[src/rtl/prsmf_pkg.sv]
// ----------------------------------------------------------------------------
// prsmf_pkg
// Shared types, codes and helper functions for the paired ranging scan
// median filter unit.
// ----------------------------------------------------------------------------
package prsmf_pkg;

    localparam int unsigned WINDOW_TAPS  = 3;
    localparam int unsigned SENSOR_COUNT = 4;
    localparam int unsigned PAIR_COUNT   = SENSOR_COUNT / 2;

    localparam int unsigned RAW_W   = 16;
    localparam int unsigned WAIT_W  = 10;
    localparam int unsigned CFG_IDX_W = 1;

    localparam logic [RAW_W-1:0]  BAD_VALUE   = 16'd999;
    localparam logic [RAW_W-1:0]  MAX_VALID   = 16'd65000;
    localparam logic [WAIT_W-1:0] WAIT_RESET  = 10'd30;
    localparam logic [WAIT_W-1:0] ELAPSED_MAX = 10'd1023;

    localparam logic [CFG_IDX_W-1:0] REG_WAIT_PAIR0 = 1'b0;
    localparam logic [CFG_IDX_W-1:0] REG_WAIT_PAIR1 = 1'b1;

    localparam logic CMD_TICK    = 1'b0;
    localparam logic CMD_READING = 1'b1;

    localparam logic [1:0] ACT_NONE     = 2'd0;
    localparam logic [1:0] ACT_TRIGGER  = 2'd1;
    localparam logic [1:0] ACT_READ     = 2'd2;
    localparam logic [1:0] ACT_FILTERED = 2'd3;

    typedef enum logic [2:0] {
        PH_TRIGGER = 3'b001,
        PH_WAIT    = 3'b010,
        PH_AWAIT   = 3'b100
    } phase_t;

    typedef struct packed {
        logic             command;
        logic [RAW_W-1:0] first_raw;
        logic             first_bus_ok;
        logic [RAW_W-1:0] second_raw;
        logic             second_bus_ok;
    } scan_t;

    typedef struct packed {
        logic [1:0]       action;
        logic             pair_index;
        logic [RAW_W-1:0] filtered_first;
        logic [RAW_W-1:0] filtered_second;
    } result_t;

    typedef struct packed {
        logic       enable;
        logic       pair;
        logic [1:0] action;
    } step_t;

    function automatic logic [RAW_W-1:0] clean_value(input logic [RAW_W-1:0] raw,
                                                     input logic ok);
        logic bad;
        bad = !ok || (raw == '0) || (raw > MAX_VALID);
        return bad ? BAD_VALUE : raw;
    endfunction

    function automatic logic [RAW_W-1:0] median3(input logic [RAW_W-1:0] a,
                                                 input logic [RAW_W-1:0] b,
                                                 input logic [RAW_W-1:0] c);
        logic [RAW_W-1:0] m;
        if ((a <= b && b <= c) || (c <= b && b <= a))
            m = b;
        else if ((b <= a && a <= c) || (c <= a && a <= b))
            m = a;
        else
            m = c;
        return m;
    endfunction

endpackage

[src/rtl/paired_ranging_scan_median_filter_unit.sv]
// ----------------------------------------------------------------------------
// paired_ranging_scan_median_filter_unit
// Two-pair range sensor scan sequencer with median-of-three filtering.
// ----------------------------------------------------------------------------
// Usage:
//   scan channel (scan_valid/scan_stall/scan_data) carries ticks and readings;
//   each request yields exactly one request on the result channel
//   (result_valid/result_stall/result_data) with the action taken.
//   Configuration: cfg_we with cfg_index/cfg_data writes a wait register
//   (index 0: pair 0 wait, index 1: pair 1 wait); write only while idle.
//   Path: a request passes the input register and then the result register
//   (two register stages); a result stall holds it in the input register.
//   Throughput: one request per cycle without result stall, set by one pass
//   through the sequencer and window logic between the two registers.
//   Reset: trigger phase, pair 0, counter and all windows cleared, waits 30.
//   Stall: a held result keeps its data; one more request is held in the
//   input register, after which scan_stall rises until the result is taken.
// ----------------------------------------------------------------------------
module paired_ranging_scan_median_filter_unit
(
    input  logic                              clk,
    input  logic                              rst_n,
    input  logic                              cfg_we,
    input  logic [prsmf_pkg::CFG_IDX_W-1:0]   cfg_index,
    input  logic [prsmf_pkg::WAIT_W-1:0]      cfg_data,
    input  logic                              scan_valid,
    output logic                              scan_stall,
    input  prsmf_pkg::scan_t                  scan_data,
    output logic                              result_valid,
    input  logic                              result_stall,
    output prsmf_pkg::result_t                result_data
);

    logic                  in_valid_reg;
    prsmf_pkg::scan_t      in_data_reg;
    logic                  out_valid_reg;
    prsmf_pkg::result_t    out_data_reg, out_data_next;
    logic                  advance;
    logic                  accept;
    prsmf_pkg::step_t      step;
    logic [prsmf_pkg::RAW_W-1:0] filt_first;
    logic [prsmf_pkg::RAW_W-1:0] filt_second;

    assign advance    = in_valid_reg && (!out_valid_reg || !result_stall);
    assign scan_stall = in_valid_reg && !advance;
    assign accept     = scan_valid && !scan_stall;

    prsmf_ctrl u_ctrl
    (
        .clk       (clk),
        .rst_n     (rst_n),
        .cfg_we    (cfg_we),
        .cfg_index (cfg_index),
        .cfg_data  (cfg_data),
        .advance   (advance),
        .command   (in_data_reg.command),
        .step      (step)
    );

    prsmf_window u_window
    (
        .clk             (clk),
        .rst_n           (rst_n),
        .step            (step),
        .first_raw       (in_data_reg.first_raw),
        .first_bus_ok    (in_data_reg.first_bus_ok),
        .second_raw      (in_data_reg.second_raw),
        .second_bus_ok   (in_data_reg.second_bus_ok),
        .filtered_first  (filt_first),
        .filtered_second (filt_second)
    );

    always_comb
    begin
        out_data_next.action          = step.action;
        out_data_next.pair_index      = step.pair;
        out_data_next.filtered_first  = filt_first;
        out_data_next.filtered_second = filt_second;
    end

    always_ff @(posedge clk or negedge rst_n)
    begin
        if (!rst_n)
        begin
            in_valid_reg  <= 1'b0;
            out_valid_reg <= 1'b0;
        end
        else
        begin
            if (accept)
                in_valid_reg <= 1'b1;
            else if (advance)
                in_valid_reg <= 1'b0;

            if (advance)
                out_valid_reg <= 1'b1;
            else if (!result_stall)
                out_valid_reg <= 1'b0;
        end
    end

    always_ff @(posedge clk)
    begin
        if (accept)
            in_data_reg <= scan_data;
        if (advance)
            out_data_reg <= out_data_next;
    end

    assign result_valid = out_valid_reg;
    assign result_data  = out_data_reg;

endmodule

[src/rtl/prsmf_window.sv]
// ----------------------------------------------------------------------------
// prsmf_window
// Per-channel three-sample windows with input cleaning and median select.
// ----------------------------------------------------------------------------
module prsmf_window
(
    input  logic                          clk,
    input  logic                          rst_n,
    input  prsmf_pkg::step_t              step,
    input  logic [prsmf_pkg::RAW_W-1:0]   first_raw,
    input  logic                          first_bus_ok,
    input  logic [prsmf_pkg::RAW_W-1:0]   second_raw,
    input  logic                          second_bus_ok,
    output logic [prsmf_pkg::RAW_W-1:0]   filtered_first,
    output logic [prsmf_pkg::RAW_W-1:0]   filtered_second
);

    logic [prsmf_pkg::RAW_W-1:0] win_reg [prsmf_pkg::SENSOR_COUNT][prsmf_pkg::WINDOW_TAPS];
    logic [prsmf_pkg::RAW_W-1:0] sample   [prsmf_pkg::SENSOR_COUNT];
    logic [prsmf_pkg::RAW_W-1:0] med      [prsmf_pkg::SENSOR_COUNT];
    logic [prsmf_pkg::RAW_W-1:0] first_clean;
    logic [prsmf_pkg::RAW_W-1:0] second_clean;

    assign first_clean  = prsmf_pkg::clean_value(first_raw, first_bus_ok);
    assign second_clean = prsmf_pkg::clean_value(second_raw, second_bus_ok);

    // even channel: first sensor of pair, odd: second sensor
    for (genvar ch = 0; ch < prsmf_pkg::SENSOR_COUNT; ch++)
    begin : g_chan
        localparam logic CH_PAIR = 1'((ch / 2) % 2);

        assign sample[ch] = ((ch % 2) == 0) ? first_clean : second_clean;
        assign med[ch]    = prsmf_pkg::median3(sample[ch], win_reg[ch][0], win_reg[ch][1]);

        always_ff @(posedge clk or negedge rst_n)
        begin
            if (!rst_n)
            begin
                for (int t = 0; t < prsmf_pkg::WINDOW_TAPS; t++)
                    win_reg[ch][t] <= '0;
            end
            else if (step.enable && (step.action == prsmf_pkg::ACT_FILTERED)
                     && (step.pair == CH_PAIR))
            begin
                win_reg[ch][0] <= sample[ch];
                for (int t = 1; t < prsmf_pkg::WINDOW_TAPS; t++)
                    win_reg[ch][t] <= win_reg[ch][t-1];
            end
        end
    end

    always_comb
    begin
        filtered_first  = '0;
        filtered_second = '0;
        if (step.action == prsmf_pkg::ACT_FILTERED)
        begin
            filtered_first  = step.pair ? med[2] : med[0];
            filtered_second = step.pair ? med[3] : med[1];
        end
    end

endmodule

[src/rtl/prsmf_ctrl.sv]
// ----------------------------------------------------------------------------
// prsmf_ctrl
// Scan sequencer: phase, current pair, wait counter and wait registers.
// ----------------------------------------------------------------------------
module prsmf_ctrl
(
    input  logic                              clk,
    input  logic                              rst_n,
    input  logic                              cfg_we,
    input  logic [prsmf_pkg::CFG_IDX_W-1:0]   cfg_index,
    input  logic [prsmf_pkg::WAIT_W-1:0]      cfg_data,
    input  logic                              advance,
    input  logic                              command,
    output prsmf_pkg::step_t                  step
);

    prsmf_pkg::phase_t               phase_reg, phase_next;
    logic                            pair_reg, pair_next;
    logic [prsmf_pkg::WAIT_W-1:0]    elapsed_reg, elapsed_next;
    logic [prsmf_pkg::WAIT_W-1:0]    wait0_reg, wait1_reg;
    logic [prsmf_pkg::WAIT_W-1:0]    wait_sel;
    logic [prsmf_pkg::WAIT_W-1:0]    elapsed_inc;
    logic [1:0]                      action;

    assign wait_sel    = pair_reg ? wait1_reg : wait0_reg;
    assign elapsed_inc = (elapsed_reg != prsmf_pkg::ELAPSED_MAX)
                         ? elapsed_reg + 1'b1 : elapsed_reg;

    always_comb
    begin
        phase_next   = phase_reg;
        pair_next    = pair_reg;
        elapsed_next = elapsed_reg;
        action       = prsmf_pkg::ACT_NONE;
        if (command == prsmf_pkg::CMD_TICK)
        begin
            case (phase_reg)
                prsmf_pkg::PH_WAIT:
                begin
                    elapsed_next = elapsed_inc;
                    if (elapsed_inc >= wait_sel)
                    begin
                        action     = prsmf_pkg::ACT_READ;
                        phase_next = prsmf_pkg::PH_AWAIT;
                    end
                end
                prsmf_pkg::PH_AWAIT:
                begin
                    action = prsmf_pkg::ACT_NONE;
                end
                default:
                begin
                    action       = prsmf_pkg::ACT_TRIGGER;
                    elapsed_next = '0;
                    phase_next   = prsmf_pkg::PH_WAIT;
                end
            endcase
        end
        else if (phase_reg == prsmf_pkg::PH_AWAIT)
        begin
            action     = prsmf_pkg::ACT_FILTERED;
            pair_next  = !pair_reg;
            phase_next = prsmf_pkg::PH_TRIGGER;
        end
    end

    assign step.enable = advance;
    assign step.pair   = pair_reg;
    assign step.action = action;

    always_ff @(posedge clk or negedge rst_n)
    begin
        if (!rst_n)
        begin
            phase_reg   <= prsmf_pkg::PH_TRIGGER;
            pair_reg    <= 1'b0;
            elapsed_reg <= '0;
        end
        else if (advance)
        begin
            phase_reg   <= phase_next;
            pair_reg    <= pair_next;
            elapsed_reg <= elapsed_next;
        end
    end

    always_ff @(posedge clk or negedge rst_n)
    begin
        if (!rst_n)
        begin
            wait0_reg <= prsmf_pkg::WAIT_RESET;
            wait1_reg <= prsmf_pkg::WAIT_RESET;
        end
        else if (cfg_we)
        begin
            case (cfg_index)
                prsmf_pkg::REG_WAIT_PAIR0: wait0_reg <= cfg_data;
                prsmf_pkg::REG_WAIT_PAIR1: wait1_reg <= cfg_data;
                default: ;
            endcase
        end
    end

endmodule
[config.mk]
export PLATFORM = sky130hd
export DESIGN_NAME = paired_ranging_scan_median_filter_unit
export DESIGN_NICKNAME = d
export VERILOG_FILES = /design/src/rtl/prsmf_pkg.sv /design/src/rtl/paired_ranging_scan_median_filter_unit.sv /design/src/rtl/prsmf_window.sv /design/src/rtl/prsmf_ctrl.sv
export SDC_FILE = /design/constraint.sdc
export NUM_CORES = 1
export LEC_CHECK = 0
export CORE_MARGIN = 4
export CORE_UTILIZATION = 40
export CTS_BUF_LIST = sky130_fd_sc_hd__clkbuf_16
export DETAILED_ROUTE_END_ITERATION = 12
export DONT_BUFFER_PORTS = 1
export PLACE_DENSITY = 0.57
export SYNTH_ARGS = -nofsm -noshare
export SYNTH_HDL_FRONTEND = slang
export SYNTH_SLANG_ARGS = --single-unit
[constraint.sdc]
create_clock -name clk -period 6 [get_ports clk]
set_input_delay 1.2 -clock clk [delete_from_list [all_inputs] [get_ports clk]]
set_output_delay 1.2 -clock clk [all_outputs]
set_load 0.05 [all_outputs]
# --- Word-level counts from Yosys, hierarchy flattened ---
# Index checks and enable logic that the tools add are counted.
totals:
  input_bits: 51
  regBits: 234
op_classes:
  n_eq_ne: 8
  n_mux: 27
  add_sub_neg: 1
  order_cmp: 27
  bitwise_logic: 4
  reduce_logical: 50
ops:
  columns: ["cell", "n"]
  rows:
  - ["16-bit less-or-equal comparator", 24]
  - ["16-bit two-way mux", 12]
  - ["16-bit > comparator, second input constant", 2]
  - ["16-bit logical NOT", 2]
  - ["1-bit logical AND", 22]
  - ["10-bit two-way mux", 2]
  - ["10-bit one-hot mux with 2 select lines", 1]
  - ["1-bit logical OR", 13]
  - ["10-bit by 1-bit adder with 10-bit output, second input constant", 1]
  - ["10-bit greater-or-equal comparator", 1]
  - ["10-bit != test, second input constant", 1]
  - ["3-bit two-way mux", 3]
  - ["1-bit logical NOT", 7]
  - ["2-bit two-way mux", 3]
  - ["3-bit one-hot mux with 2 select lines", 1]
  - ["3-bit AND reduction", 2]
  - ["1-bit two-way mux", 4]
  - ["2-bit by 1-bit != test with 1-bit output, second input constant", 2]
  - ["1-bit NOT", 4]
  - ["2-bit one-hot mux with 2 select lines", 1]
  - ["2-bit AND reduction", 2]
  - ["4-bit AND reduction", 1]
  - ["3-bit by 2-bit equality test with 1-bit output, second input constant", 1]
  - ["3-bit equality test, second input constant", 1]
  - ["4 further kinds", 4]

# --- Logic depth before layout (Yosys ltp) ---
depth:
  ltp_word: 10
  depth_mapped: 20
  ltp_nobuf: 18

# --- Cells and area by module ---
# Synthesis repeated with hierarchy kept, for this count alone.
unflattened:
  hier_cells: 1566
  hier_area_um2: 15346.0
modules_own_cells:
  columns: ["module", "n_inst", "cells_per_inst", "area_each_um2"]
  rows:
  - ["prsmf_window", 1, 1302, 11126.9]
  - ["paired_ranging_scan_median_filter_unit", 1, 78, 2194.6]
  - ["prsmf_ctrl", 1, 186, 2024.4]

# --- Worst setup path before layout ---
# No wires, ideal clock.
synth_timing:
  path_type: "reg-to-reg"
  from: "register in_data_reg[19] in the netlist's numbering"
  to: "register out_data_reg (netlist bit result_data[19]), data pin"
  required_time_ps: 5722
  slack_ps: 1390
  arrival_ps: 4332
  path_stages_with_launch: 18
  n_path_buf: 1
  setup_ps: 278
  period_less_slack_ps: 4610
  path_cell_list: "edfxtp_1 > or3_1 > nand2b_1 > o311ai_1 > nor2_1 > inv_1 > ha_1 > a21o_1 > a21o_1 > a221o_1 > a221oi_1 > nand2_1 > xnor2_1 > a311oi_1 > clkbuf_1 > nand2_1 > a211oi_1 > a211oi_1"
synth_via:
  elab_chain_cells: 10
  word_cells_on_any_way: 30
  cone_classes: "order compare: 9; mux: 6; reduce/logical: 15"
synth_rtl:
  columns: ["item", "line", "source"]
  rows:
  - ["start, declared", "paired_ranging_scan_median_filter_unit.sv:35", "prsmf_pkg::scan_t in_data_reg;"]
  - ["start signal, assigned", "paired_ranging_scan_median_filter_unit.sv:105", "in_data_reg <= scan_data;"]
  - ["branches (longest 2 deep; another with 16-bit > comparator)", null, null]
  - ["1-bit logical OR (*)", "prsmf_pkg.sv:62", "bad = !ok || (raw == '0) || (raw > MAX_VALID);"]
  - ["16-bit two-way mux (*)", "prsmf_pkg.sv:63", "return bad ? BAD_VALUE : raw;"]
  - ["via u_window.first_clean (one bit)", "prsmf_window.sv:21", "logic [prsmf_pkg::RAW_W-1:0] first_clean;"]
  - ["16-bit less-or-equal comparator, on equally long branches", "prsmf_pkg.sv:70, prsmf_pkg.sv:72", null]
  - ["1-bit logical AND", "prsmf_pkg.sv:72", "else if ((b <= a && a <= c) || (c <= a && a <= b))"]
  - ["1-bit logical OR", "prsmf_pkg.sv:72", null]
  - ["16-bit two-way mux", "prsmf_pkg.sv:72", null]
  - ["16-bit two-way mux", "prsmf_pkg.sv:70", "if ((a <= b && b <= c) || (c <= b && b <= a))"]
  - ["16-bit two-way mux (*)", "prsmf_window.sv:58", "filtered_first = step.pair ? med[2] : med[0];"]
  - ["end signal, assigned", "paired_ranging_scan_median_filter_unit.sv:107", "out_data_reg <= out_data_next;"]
  - ["end, declared", "paired_ranging_scan_median_filter_unit.sv:37", "prsmf_pkg::result_t out_data_reg, out_data_next;"]
# Mark *: on every way through the listed nets, which the timed path passes.
# A chain may end at the register's enable or synchronous reset.

# --- Worst setup path in the final report ---
layout_timing:
  from: "register in_data_reg[19] in the netlist's numbering"
  to: "register out_data_reg (netlist bit result_data[22]), data pin"
# The elaborated chain is that of the path after synthesis.

==> impl_metrics.tcl <==
set metrics [dict create \
    rows 71 \
    io_pins 88 \
    cp_common_cell "a21o_1" \
    syn_area_um2 15600 \
    avgSynthCellArea_um2 9.52 \
    clk_latency_ns 0.57 \
    wl_per_cell_um 20.5 \
    r2r-start "in_data_reg[19]" \
    yosys.area.top_type "dfrtp_1" \
    hold_path_class "primary input to asynchronous set/reset pin" \
    worst-path-buf-inv 1 \
    slowest_stage "or2_0" \
    die_height_um 205 \
    finalHoldViolCount 0 \
    peakVddDrop_uv 286 \
    tns_ns 0 \
    tritoncts "yes" \
    crit_chain "or3_1 -> a21oi_1 -> nor2_1 -> o2111ai_1 -> o311ai_1 -> nor2_1 -> inv_1 -> ha_1 -> a21o_1 -> a21o_1 -> a211oi_1 -> o21bai_1 -> a21o_1 -> a221oi_1 -> xnor2_1 -> or2_0 -> o211ai_1 -> a221oi_1" \
    relSlewSlack 0.201 \
    crit_fanout 16 \
    synth_cell_type_count 75 \
    yosys_register_bits 234 \
    dieArea_um2 42100 \
    yosys_warnings 0 \
    synth_top_area_frac 0.249 \
    stdcell_count 2156 \
    reg2regPathDepth 18 \
    grt_pass1_wl_um 70300 \
    p_per_area_nw_per_um2 389 \
    grt_max_degree 165 \
    layout-drive-gt1-share 0.0748 \
    dp_hpwl_um 33000 \
    synth_edf_count 70 \
    cts-root-buf "clkbuf_16" \
    arrival_ns 5.87 \
    placed_cells 2104 \
    period_minus_slack_ns 5.52 \
    finalPower_mw 6.62 \
    synth.yosys.seq_area_share 0.400 \
    cp-startpoint "in_data_reg[19]" \
    synthTopCellsByArea "dfrtp_1 25%, ha_1 16%, edfxtp_1 14%" \
    viasPerCell 5.60 \
    outcome "completed" \
    setup_viol 0 \
    area_growth_pct 9.27 \
    ctsResizeCount 0 \
    holdBufCountCts 0 \
    rsz0062_at_grt "false" \
    coreArea_um2 38000 \
    required_ns 6.36 \
    first_pass_iters 5 \
    slew_violations 0 \
    cts_setup_buffers 0 \
    preCtsSetupSlack_ns 0.565 \
    cts_max_level 1 \
    critical-path-top-delay-family "compound AO/OA/AOI/OAI gates" \
    track_usage 0.211 \
    clk_pin_slew_worst_paths_ns 0.06 \
    path_depth 18 \
    syn-num-nets 1883 \
    max_stage_delay_ns 0.93 \
    cts_buffer_depth 3 \
    nets 1872 \
    max_freq_ghz 0.181 \
    start_util 0.409 \
    largest_reg_flops 128 \
    path_class "register to register" \
    crit_path_start_kind "register" \
    gr-total-overflow 0 \
    fin_skew_ns 0.0134 \
    synth_cells 1634 \
    cts_sinks 234 \
    fin_ws_ns 0.483 \
    cap_violations 0 \
    num_vias 12100 \
    place.port_buffers 0 \
    p_leak_nw 7.36 \
    synth.most_common_cell "ha_1" \
    fin_crit_sh 0.920 \
    netlist_top_cells_count "198 x ha_1, 180 x nand2_1, 179 x o21ai_0, 167 x inv_1, 155 x dfrtp_1" \
    cts_buffers 28 \
    worstMarginPinSlew_ns 1.20 \
    wl_um 44200 \
    ant_nets 0 \
    die_w_um 205 \
    async_reset_ff_frac 0.701 \
    synth_ff_type "dfrtp_1" \
    drc 0 \
    drt-initial-drc-count 773 \
    place.gp.congestion 0.908 \
    antenna_found_initial 1 \
    cp-end-kind "register" \
    grt_pass1_vias 12000 \
]
==> where the power goes <==
group          switching (mW)  internal [mW]
Combinational            1.66           1.10
Clock                   0.718          0.963
Sequential              0.320           1.86
==> worst register-to-register path, cell delays in order (launching register included) <==
cell and delay [ns]:
edfxtp_1 0.39, or3_1 0.40, a21oi_1 0.15, nor2_1 0.05, o2111ai_1 0.24, o311ai_1 0.30, nor2_1 0.44, inv_1 0.23
ha_1 0.35, a21o_1 0.19, a21o_1 0.18, a211oi_1 0.23, o21bai_1 0.10, a21o_1 0.18, a221oi_1 0.33, xnor2_1 0.17
or2_0 0.93, o211ai_1 0.15, a221oi_1 0.32
==> layout by cell type, fill, tap and decap left out, types with 14 or more instances in the layout <==
master	count
o211ai_1	15
mux2i_1	77
dfrtp_1	155
nand3_1	27
o21ai_0	179
nand2b_1	18
a21oi_1	60
nor2b_1	20
nand4_1	35
mux2_2	23
o21a_1	14
a211oi_1	23
nor2_1	83
ha_1	198
nand2_1	180
a21o_1	36
inv_1	168
buf_4	16
clkbuf_16	29
edfxtp_1	70
==> final cells by class <==
type	instances	area [µm²]
Clock inverter	22	176
Timing Repair Buffer	16	120
Fill cell	3733	21000
Sequential cell	234	6220
Clock buffer	29	726
Antenna cell	1	2.50
Tap cell	511	639
Multi-Input combinational cell	1174	8480
Inverter	169	634
==> through the flow <==
step | util | hold slack (ns) | area (µm²)
5_1_grt | 0.447 | 0.305 | 17000
2_1_floorplan | - | 0.423 | 15600
6_report | 0.447 | 0.325 | 17000
3_5_place_dp | 0.423 | 0.470 | 16100
4_1_cts | 0.447 | 0.323 | 17000
3_3_place_gp | 0.423 | 0.462 | 16100
==> final timing paths <==
path / end / slack, ns
hold reg to reg: u_window.win_reg[25] / 0.47
max in group asynchronous: u_ctrl.wait0_reg[1] / 5.33
hold / removal: u_window.win_reg[171] / 0.33
setup reg to reg: result_data[22] / 0.48
min in group clk: u_window.win_reg[25] / 0.47
setup / recovery: result_data[22] / 0.48
==> kinds of logic (layout without fill, tap and decap cells) <==
kind of cell	Yosys count	after routing	share of synthesized area
compound gates	435	435	0.177
xor+xnor	15	15	0.00893
fa+ha+maj	198	198	0.159
buf+inv	226	236	0.0574
flops	234	234	0.400
mux	101	101	0.0669
other cells	0	1	0
simple gates	425	425	0.130
==> per-layer routing <==
metal / vias to the layer above / routed length, µm / global-route usage
met5: - / 0 / 0
met4: 0 / 1170 / 0.0555
met3: 71 / 2590 / 0.0422
met2: 308 / 19800 / 0.335
met1: 5833 / 20700 / 0.297
li1: 5865 / - / -
Power figures use the tool's default switching activity.
